$ cat src/design/bcpe_pkg.sv
package bcpe_pkg;

    localparam int PinW     = 12;
    localparam int BatW     = 14;
    localparam int PctW     = 7;
    localparam int DiffW    = 8;
    localparam int SegMulW  = 15;
    localparam int SegProdW = DiffW + SegMulW;
    localparam int SegShift = 17;

    localparam logic [BatW-1:0] ResetThreshMv = 14'd2500;

    // Divide by 100 as a multiply by 1311 / 2^17 (exact for products below 4699)
    localparam int Recip100 = 1311;

    // Curve breakpoints in battery millivolts
    localparam logic [BatW-1:0] FullMv  = 14'd4080;
    localparam logic [BatW-1:0] Seg1Mv  = 14'd3980;
    localparam logic [BatW-1:0] Seg2Mv  = 14'd3880;
    localparam logic [BatW-1:0] Seg3Mv  = 14'd3780;
    localparam logic [BatW-1:0] Seg4Mv  = 14'd3680;
    localparam logic [BatW-1:0] Seg5Mv  = 14'd3580;
    localparam logic [BatW-1:0] EmptyMv = 14'd3380;

    localparam logic [PctW-1:0] FullPct = 7'd100;

    // Slope per segment folded with the divide-by-100 reciprocal
    localparam logic [SegMulW-1:0] MulSlope20 = SegMulW'(20 * Recip100);
    localparam logic [SegMulW-1:0] MulSlope15 = SegMulW'(15 * Recip100);
    localparam logic [SegMulW-1:0] MulSlope13 = SegMulW'(13 * Recip100);
    // 12/200 of the lowest segment is 6/100
    localparam logic [SegMulW-1:0] MulSlope6  = SegMulW'(6 * Recip100);

    // EMA divide by 10 as multiply by 205 / 2^11 (exact below 1029)
    localparam int EmaSumW   = 10;
    localparam int Recip10W  = 8;
    localparam logic [Recip10W-1:0] Recip10 = 8'd205;
    localparam int EmaShift  = 11;
    localparam int EmaProdW  = EmaSumW + Recip10W;

    typedef struct packed {
        logic [BatW-1:0]    base_mv;
        logic [PctW-1:0]    offset_pct;
        logic [SegMulW-1:0] slope_mul;
    } seg_t;

endpackage

$ cat src/design/battery_charge_percent_estimator.sv
// Pipeline: m_tvalid rises after an accepted input transaction passes the
// input register, curve register and result register.
// Throughput: one transaction per cycle while m_tready is high; the EMA update
// is computed into the result register, so back-to-back items never wait.
// Reset (aresetn low, synchronous): pipeline emptied, average unseeded and
// zeroed, absence threshold back to 2500 mV.
module battery_charge_percent_estimator
    import bcpe_pkg::*;
(
    input  logic            aclk,
    input  logic            aresetn,

    input  logic            cfg_we,
    input  logic [BatW-1:0] cfg_wdata,   // absent_threshold_mv

    input  logic            s_tvalid,
    output logic            s_tready,
    input  logic [15:0]     s_tdata,     // [11:0] pin_millivolts, [15:12] zero
    input  logic            s_tuser,     // [0] read_ok

    output logic            m_tvalid,
    input  logic            m_tready,
    output logic [7:0]      m_tdata,     // [6:0] charge_percent, [7] zero
    output logic            m_tuser      // [0] battery_present
);

    logic [BatW-1:0] thresh_reg;

    logic            in_valid_reg;
    logic [PinW-1:0] pin_reg;
    logic            ok_reg;

    logic            mid_valid_reg;
    logic [PctW-1:0] pct_reg;
    logic            present_reg;

    logic            out_valid_reg;
    logic [PctW-1:0] out_pct_reg;
    logic            out_present_reg;
    logic [PctW-1:0] smoothed_reg;
    logic [PctW-1:0] smoothed_next;
    logic            seeded_reg;

    logic            out_adv;
    logic            mid_adv;
    logic            in_adv;

    logic [BatW-1:0]     bat_mv;
    logic [PctW-1:0]     curve_pct;
    logic                present;
    logic [EmaSumW-1:0]  ema_sum;
    logic [EmaProdW-1:0] ema_prod;

    // Advance each stage when the one after it is empty or moving
    assign out_adv  = !out_valid_reg || m_tready;
    assign mid_adv  = !mid_valid_reg || out_adv;
    assign in_adv   = !in_valid_reg || mid_adv;
    assign s_tready = in_adv;

    // Hold the threshold register
    always_ff @(posedge aclk) begin
        if (!aresetn) begin
            thresh_reg <= ResetThreshMv;
        end else if (cfg_we) begin
            thresh_reg <= cfg_wdata;
        end
    end

    // Capture the input transaction
    always_ff @(posedge aclk) begin
        if (!aresetn) begin
            in_valid_reg <= 1'b0;
        end else if (in_adv) begin
            in_valid_reg <= s_tvalid;
        end
    end

    always_ff @(posedge aclk) begin
        if (in_adv && s_tvalid) begin
            pin_reg <= s_tdata[PinW-1:0];
            ok_reg  <= s_tuser;
        end
    end

    // Undo the 3:1 divider and evaluate the curve
    assign bat_mv  = {1'b0, pin_reg, 1'b0} + {2'b00, pin_reg};
    assign present = ok_reg && (bat_mv >= thresh_reg);

    bcpe_curve u_curve (
        .bat_mv  (bat_mv),
        .percent (curve_pct)
    );

    always_ff @(posedge aclk) begin
        if (!aresetn) begin
            mid_valid_reg <= 1'b0;
        end else if (mid_adv) begin
            mid_valid_reg <= in_valid_reg;
        end
    end

    always_ff @(posedge aclk) begin
        if (mid_adv && in_valid_reg) begin
            pct_reg     <= curve_pct;
            present_reg <= present;
        end
    end

    // EMA: floor((4*new + 6*old) / 10), seeded by the first valid percent
    assign ema_sum  = {1'b0, pct_reg, 2'b00}
                    + {1'b0, smoothed_reg, 2'b00}
                    + {2'b00, smoothed_reg, 1'b0};
    assign ema_prod = EmaProdW'(ema_sum) * EmaProdW'(Recip10);
    assign smoothed_next = seeded_reg ? ema_prod[EmaShift +: PctW] : pct_reg;

    always_ff @(posedge aclk) begin
        if (!aresetn) begin
            out_valid_reg <= 1'b0;
            smoothed_reg  <= '0;
            seeded_reg    <= 1'b0;
        end else if (out_adv) begin
            out_valid_reg <= mid_valid_reg;
            if (mid_valid_reg && present_reg) begin
                smoothed_reg <= smoothed_next;
                seeded_reg   <= 1'b1;
            end
        end
    end

    always_ff @(posedge aclk) begin
        if (out_adv && mid_valid_reg) begin
            out_pct_reg     <= present_reg ? smoothed_next : '0;
            out_present_reg <= present_reg;
        end
    end

    assign m_tvalid = out_valid_reg;
    assign m_tdata  = {1'b0, out_pct_reg};
    assign m_tuser  = out_present_reg;

endmodule

$ cat src/design/bcpe_curve.sv
module bcpe_curve
    import bcpe_pkg::*;
(
    input  logic [BatW-1:0] bat_mv,
    output logic [PctW-1:0] percent
);

    seg_t                seg;
    logic                full;
    logic                empty;
    logic [BatW-1:0]     diff;
    logic [SegProdW-1:0] prod;

    // Pick the segment that holds the voltage
    always_comb begin
        full  = 1'b0;
        empty = 1'b0;
        seg   = '{base_mv: EmptyMv, offset_pct: 7'd0, slope_mul: MulSlope6};
        priority if (bat_mv >= FullMv) begin
            full = 1'b1;
        end else if (bat_mv >= Seg1Mv) begin
            seg = '{base_mv: Seg1Mv, offset_pct: 7'd80, slope_mul: MulSlope20};
        end else if (bat_mv >= Seg2Mv) begin
            seg = '{base_mv: Seg2Mv, offset_pct: 7'd60, slope_mul: MulSlope20};
        end else if (bat_mv >= Seg3Mv) begin
            seg = '{base_mv: Seg3Mv, offset_pct: 7'd40, slope_mul: MulSlope20};
        end else if (bat_mv >= Seg4Mv) begin
            seg = '{base_mv: Seg4Mv, offset_pct: 7'd25, slope_mul: MulSlope15};
        end else if (bat_mv >= Seg5Mv) begin
            seg = '{base_mv: Seg5Mv, offset_pct: 7'd12, slope_mul: MulSlope13};
        end else if (bat_mv >= EmptyMv) begin
            seg = '{base_mv: EmptyMv, offset_pct: 7'd0, slope_mul: MulSlope6};
        end else begin
            empty = 1'b1;
        end
    end

    // Interpolate within the segment; offset below 200 mV fits DiffW bits
    assign diff = bat_mv - seg.base_mv;
    assign prod = SegProdW'(diff[DiffW-1:0]) * SegProdW'(seg.slope_mul);

    always_comb begin
        if (full) begin
            percent = FullPct;
        end else if (empty) begin
            percent = '0;
        end else begin
            percent = seg.offset_pct + prod[SegShift +: PctW];
        end
    end

endmodule

$ cat config.mk
export PLATFORM = sky130hd
export DESIGN_NAME = battery_charge_percent_estimator
export DESIGN_NICKNAME = d
export VERILOG_FILES = /design/src/design/bcpe_pkg.sv /design/src/design/battery_charge_percent_estimator.sv /design/src/design/bcpe_curve.sv
export SDC_FILE = /design/constraint.sdc
export NUM_CORES = 1
export LEC_CHECK = 0
export ABC_AREA = 1
export CAP_MARGIN = 20
export CORE_MARGIN = 4
export CORE_UTILIZATION = 60
export CTS_CLUSTER_DIAMETER = 30
export CTS_CLUSTER_SIZE = 40
export DETAILED_ROUTE_END_ITERATION = 8
export DONT_BUFFER_PORTS = 1
export PLACE_DENSITY = 0.82
export SYNTH_ARGS = -nofsm -noshare
export SYNTH_HDL_FRONTEND = slang
export SYNTH_SLANG_ARGS = --single-unit
$ cat constraint.sdc
create_clock -name aclk -period 12.3 [get_ports aclk]
set_input_delay 0.615 -clock aclk [delete_from_list [all_inputs] [get_ports aclk]]
set_output_delay 0.615 -clock aclk [all_outputs]
set_load 0.02 [all_outputs]
==> impl_results.md <==
* Status: finished, final reports clean
* Final Skew at 8.60 ps
* Die H at 94.0 um
* Core region area at 7210 sq um
* Netlist cell types at 33
* Worst Tran Pin Value at 684 ps
* WL met2 at 5160 um
* Worst-path clk slew at 90 ps
* Share of post-route cells with drive strength above 1 at 2.89%
* #FFs+latches synth at 48
* Via count at 3518
* Bufs on Longest Clock Path at 2
* Overflow after GRT at 0
* Critical path arrival at 5840 ps
* Critical Path Max Stage Delay at 550 ps
* Final Power at 607 uW
* Async set or reset register ratio after synthesis at 0%
* Crit path kind: reg -> reg
* Initial DRC count at 164
* Top delay family on crit path: adder cells
* Worst hold path class: in -> reg
* Final #Nets at 686
* Commonest non-fill, non-tap cell in the layout: inv_1
* Combinational share of power at 48.6%
* Initial antenna violation count at 0
* Sequential area share after synthesis at 26.9%
* Met3 wire len at 315 um
* Vias in the first global route at 3588
* Setup_tns at 0 ps
* Post-route cell area at 4660 sq um
* Global-route wire length before repair at 15800 um
* Worst r2r src: pct_reg[5]$_SDFFCE_PP1P_
* Crit start category: register
* Num rows at 31
* Reg-to-Reg End: out_pct_reg[1]$_SDFFCE_PN0P_
* Predominant post-synthesis flop cell: dfxtp_1
* Post-CTS Setup Inserts at 0
* Ports at 47
* Max Used Layer: met4
* Final max-slew violation count at 0
* Worst Hold Depth at 0
* Area grow syn2layout at 5.17%
* Port bufs at 0
* Syn nets at 685
* Cells after synthesis at 551
* Seq pwr share at 30.1%
* Hold_sp: s_tdata[3]
* Met1 Wirelength at 3610 um
* Total Routing Usage GR at 22.4%
* Max reg flops at 14
* Final setup vio count at 0
* Final critical-path required period at 5780 ps
* Area of the mapped netlist at 4430 sq um
* Routed len/inst at 14.2 um
* Antenna Diode Count at 0
* Number of synthesized flops with an enable pin at 23
* Placed cell count at 644
* Dpl cell area at 4530 sq um
* # clock sinks at 48
* CTS resizes at 0
* Die width at 94.0 um
* CP required at 12360 ps
* P per Cell Area at 130 nW/um^2
* Hold Vio Cnt, Final at 0
* Fmax at 0.173 GHz
* Critical path peak fanout at 4
* Worst Path Buf+Inv at 5
* Syn avg cell area at 8.05 sq um
* CP Depth at 21
* Clock network fraction of design power at 21.3%
* Antenna Nets Post-Route at 0
* LEAKAGE at 2.49 nW
* Die area at 8830 sq um
* H-Tree Depth at 2
* Hold path endpoint: pin_reg[3]$_DFFE_PP_
* R2R setup slack at 6520 ps
* Synth warn at 0
* Num CTS Buffers at 5
* Worst Setup End Kind: register
* Vias per cell at 5.40
* Most frequent cells in the layout: inv_1, nand2_1, ha_1
* Net Sw Frac at 40.9%
* Worst VDD drop at 0.105 mV
* Dpl hpwl at 7820 um
* RSZ-0062 raised after global routing: false
* Worst R2R Path Depth at 21
* # DRC at 0
* CTS Hold Bufs at 0
* Initial Util at 61.4%
* CTS Root Cell: clkbuf_8
* Final critical-path share of the clock period at 47.0%
* P_int at 359 uW
* Drt first pass iters at 5
* Crit-path slowest cell: fa_1
* Clk_lat worst skew at 310 ps
* Final WL at 9240 um
* Layout Cells excl Fill at 652
* Switch Pwr at 248 uW
* CTS tree: built
* Max_cap viols at 0
* Slew headroom at 54.3%
* Largest net degree at the start of global routing at 18
* Fill cells at 615
* RePlAce Congestion at 0.931
* CP Cell Sequence: inv_1 > fa_1 > inv_1 > fa_1 > nand3_1 > nand2_1 > or2_2 > nand2_1 > inv_1 > ha_1 > inv_1 > fa_1 > inv_1 > fa_1 > fa_1 > ha_1 > a21oi_1 > o21ai_0 > a21o_1 > o21ai_0 > nor2_1
## per-stage QoR
| step | hold WS, ps | setup WS, ps | utilization, % |
|---|---|---|---|
| after CTS | 388 | 6530 | 64.6 |
| after global placement | 453 | 6600 | 62.8 |
| after floorplan | 439 | 7040 | - |
| final | 396 | 6520 | 64.6 |
| after detailed placement | 460 | 6550 | 62.8 |
| after global routing | 377 | 6120 | 64.6 |
## cell families (layout without fill, tap and decap cells)
| family | Yosys count | count (layout) | synth area share, % |
|---|---|---|---|
| and+or+nand+nor | 178 | 178 | 16.8 |
| buffers and inverters | 111 | 113 | 9.51 |
| adders and majority gates | 98 | 98 | 30.5 |
| AOI/OAI and AO/OA | 96 | 96 | 11.9 |
| DFF | 48 | 48 | 26.9 |
| xor gates and xnor gates | 19 | 19 | 4.35 |
| other | 1 | 1 | 0.0846 |
## worst reg2reg max path: cells and delay by family, from the launching register on
| kind | cells | cell delay [ps] |
|---|---|---|
| AO/OA/AOI/OAI | 4 | 810 |
| buffers and inverters | 5 | 420 |
| adder cells (fa/ha/maj) | 7 | 3250 |
| flip-flops | 1 | 450 |
| AND/OR/NAND/NOR | 5 | 590 |
## how the worst max path moves through the flow
| stage | slack, ps | startpoint | endpoint |
|---|---|---|---|
| floorplan | 7040 | pct_reg[5]$_SDFFCE_PP1P_ | out_pct_reg[1]$_SDFFCE_PN0P_ |
| global placement | 6600 | pct_reg[5]$_SDFFCE_PP1P_ | out_pct_reg[1]$_SDFFCE_PN0P_ |
| detailed placement | 6550 | pct_reg[5]$_SDFFCE_PP1P_ | out_pct_reg[1]$_SDFFCE_PN0P_ |
| CTS | 6530 | pct_reg[5]$_SDFFCE_PP1P_ | out_pct_reg[1]$_SDFFCE_PN0P_ |
| global route | 6120 | pct_reg[5]$_SDFFCE_PP1P_ | out_pct_reg[1]$_SDFFCE_PN0P_ |
| finish | 6520 | pct_reg[5]$_SDFFCE_PP1P_ | out_pct_reg[1]$_SDFFCE_PN0P_ |
## power groups by stage
stage	registers, mW	logic, mW	clock network, mW
floorplan	0.185	0.226	0
finish	0.183	0.295	0.129
global placement	0.186	0.278	0
CTS	0.183	0.294	0.131
global route	0.184	0.343	0.138
detailed placement	0.187	0.291	0
## routing by layer
layer / up-vias / global-route usage (%)
met2: 72 / 45.1
met5: - / 0
met1: 1622 / 24.0
met3: 14 / 3.29
met4: 0 / 5.17
li1: 1810 / -
## synth_stat cells, types with 5 or more instances
library cell  count  area, sq um
nand3_1          32          160
nand4_1           7         43.8
fa_1             17          340
a21oi_1          55          275
o21ai_0          26          130
ha_1             81         1010
xor2_1           13          114
nand2_1          94          353
inv_1           105          394
dfxtp_1          25          500
edfxtp_1         23          691
nor2_1           37          139
o21bai_1          5         37.5
## layout make-up
| cell class | instances | area (sq um) | share of cell area (%) |
|---|---|---|---|
| clock inverters | 2 | 38.8 | 0.832 |
| multi-input cells | 392 | 2820 | 60.5 |
| flip-flops and latches | 48 | 1190 | 25.6 |
| well taps | 99 | 124 | 2.66 |
| inverters | 105 | 394 | 8.45 |
| clock buffers | 6 | 93.8 | 2.01 |
Note: power is estimated with default switching activity, not from simulation.
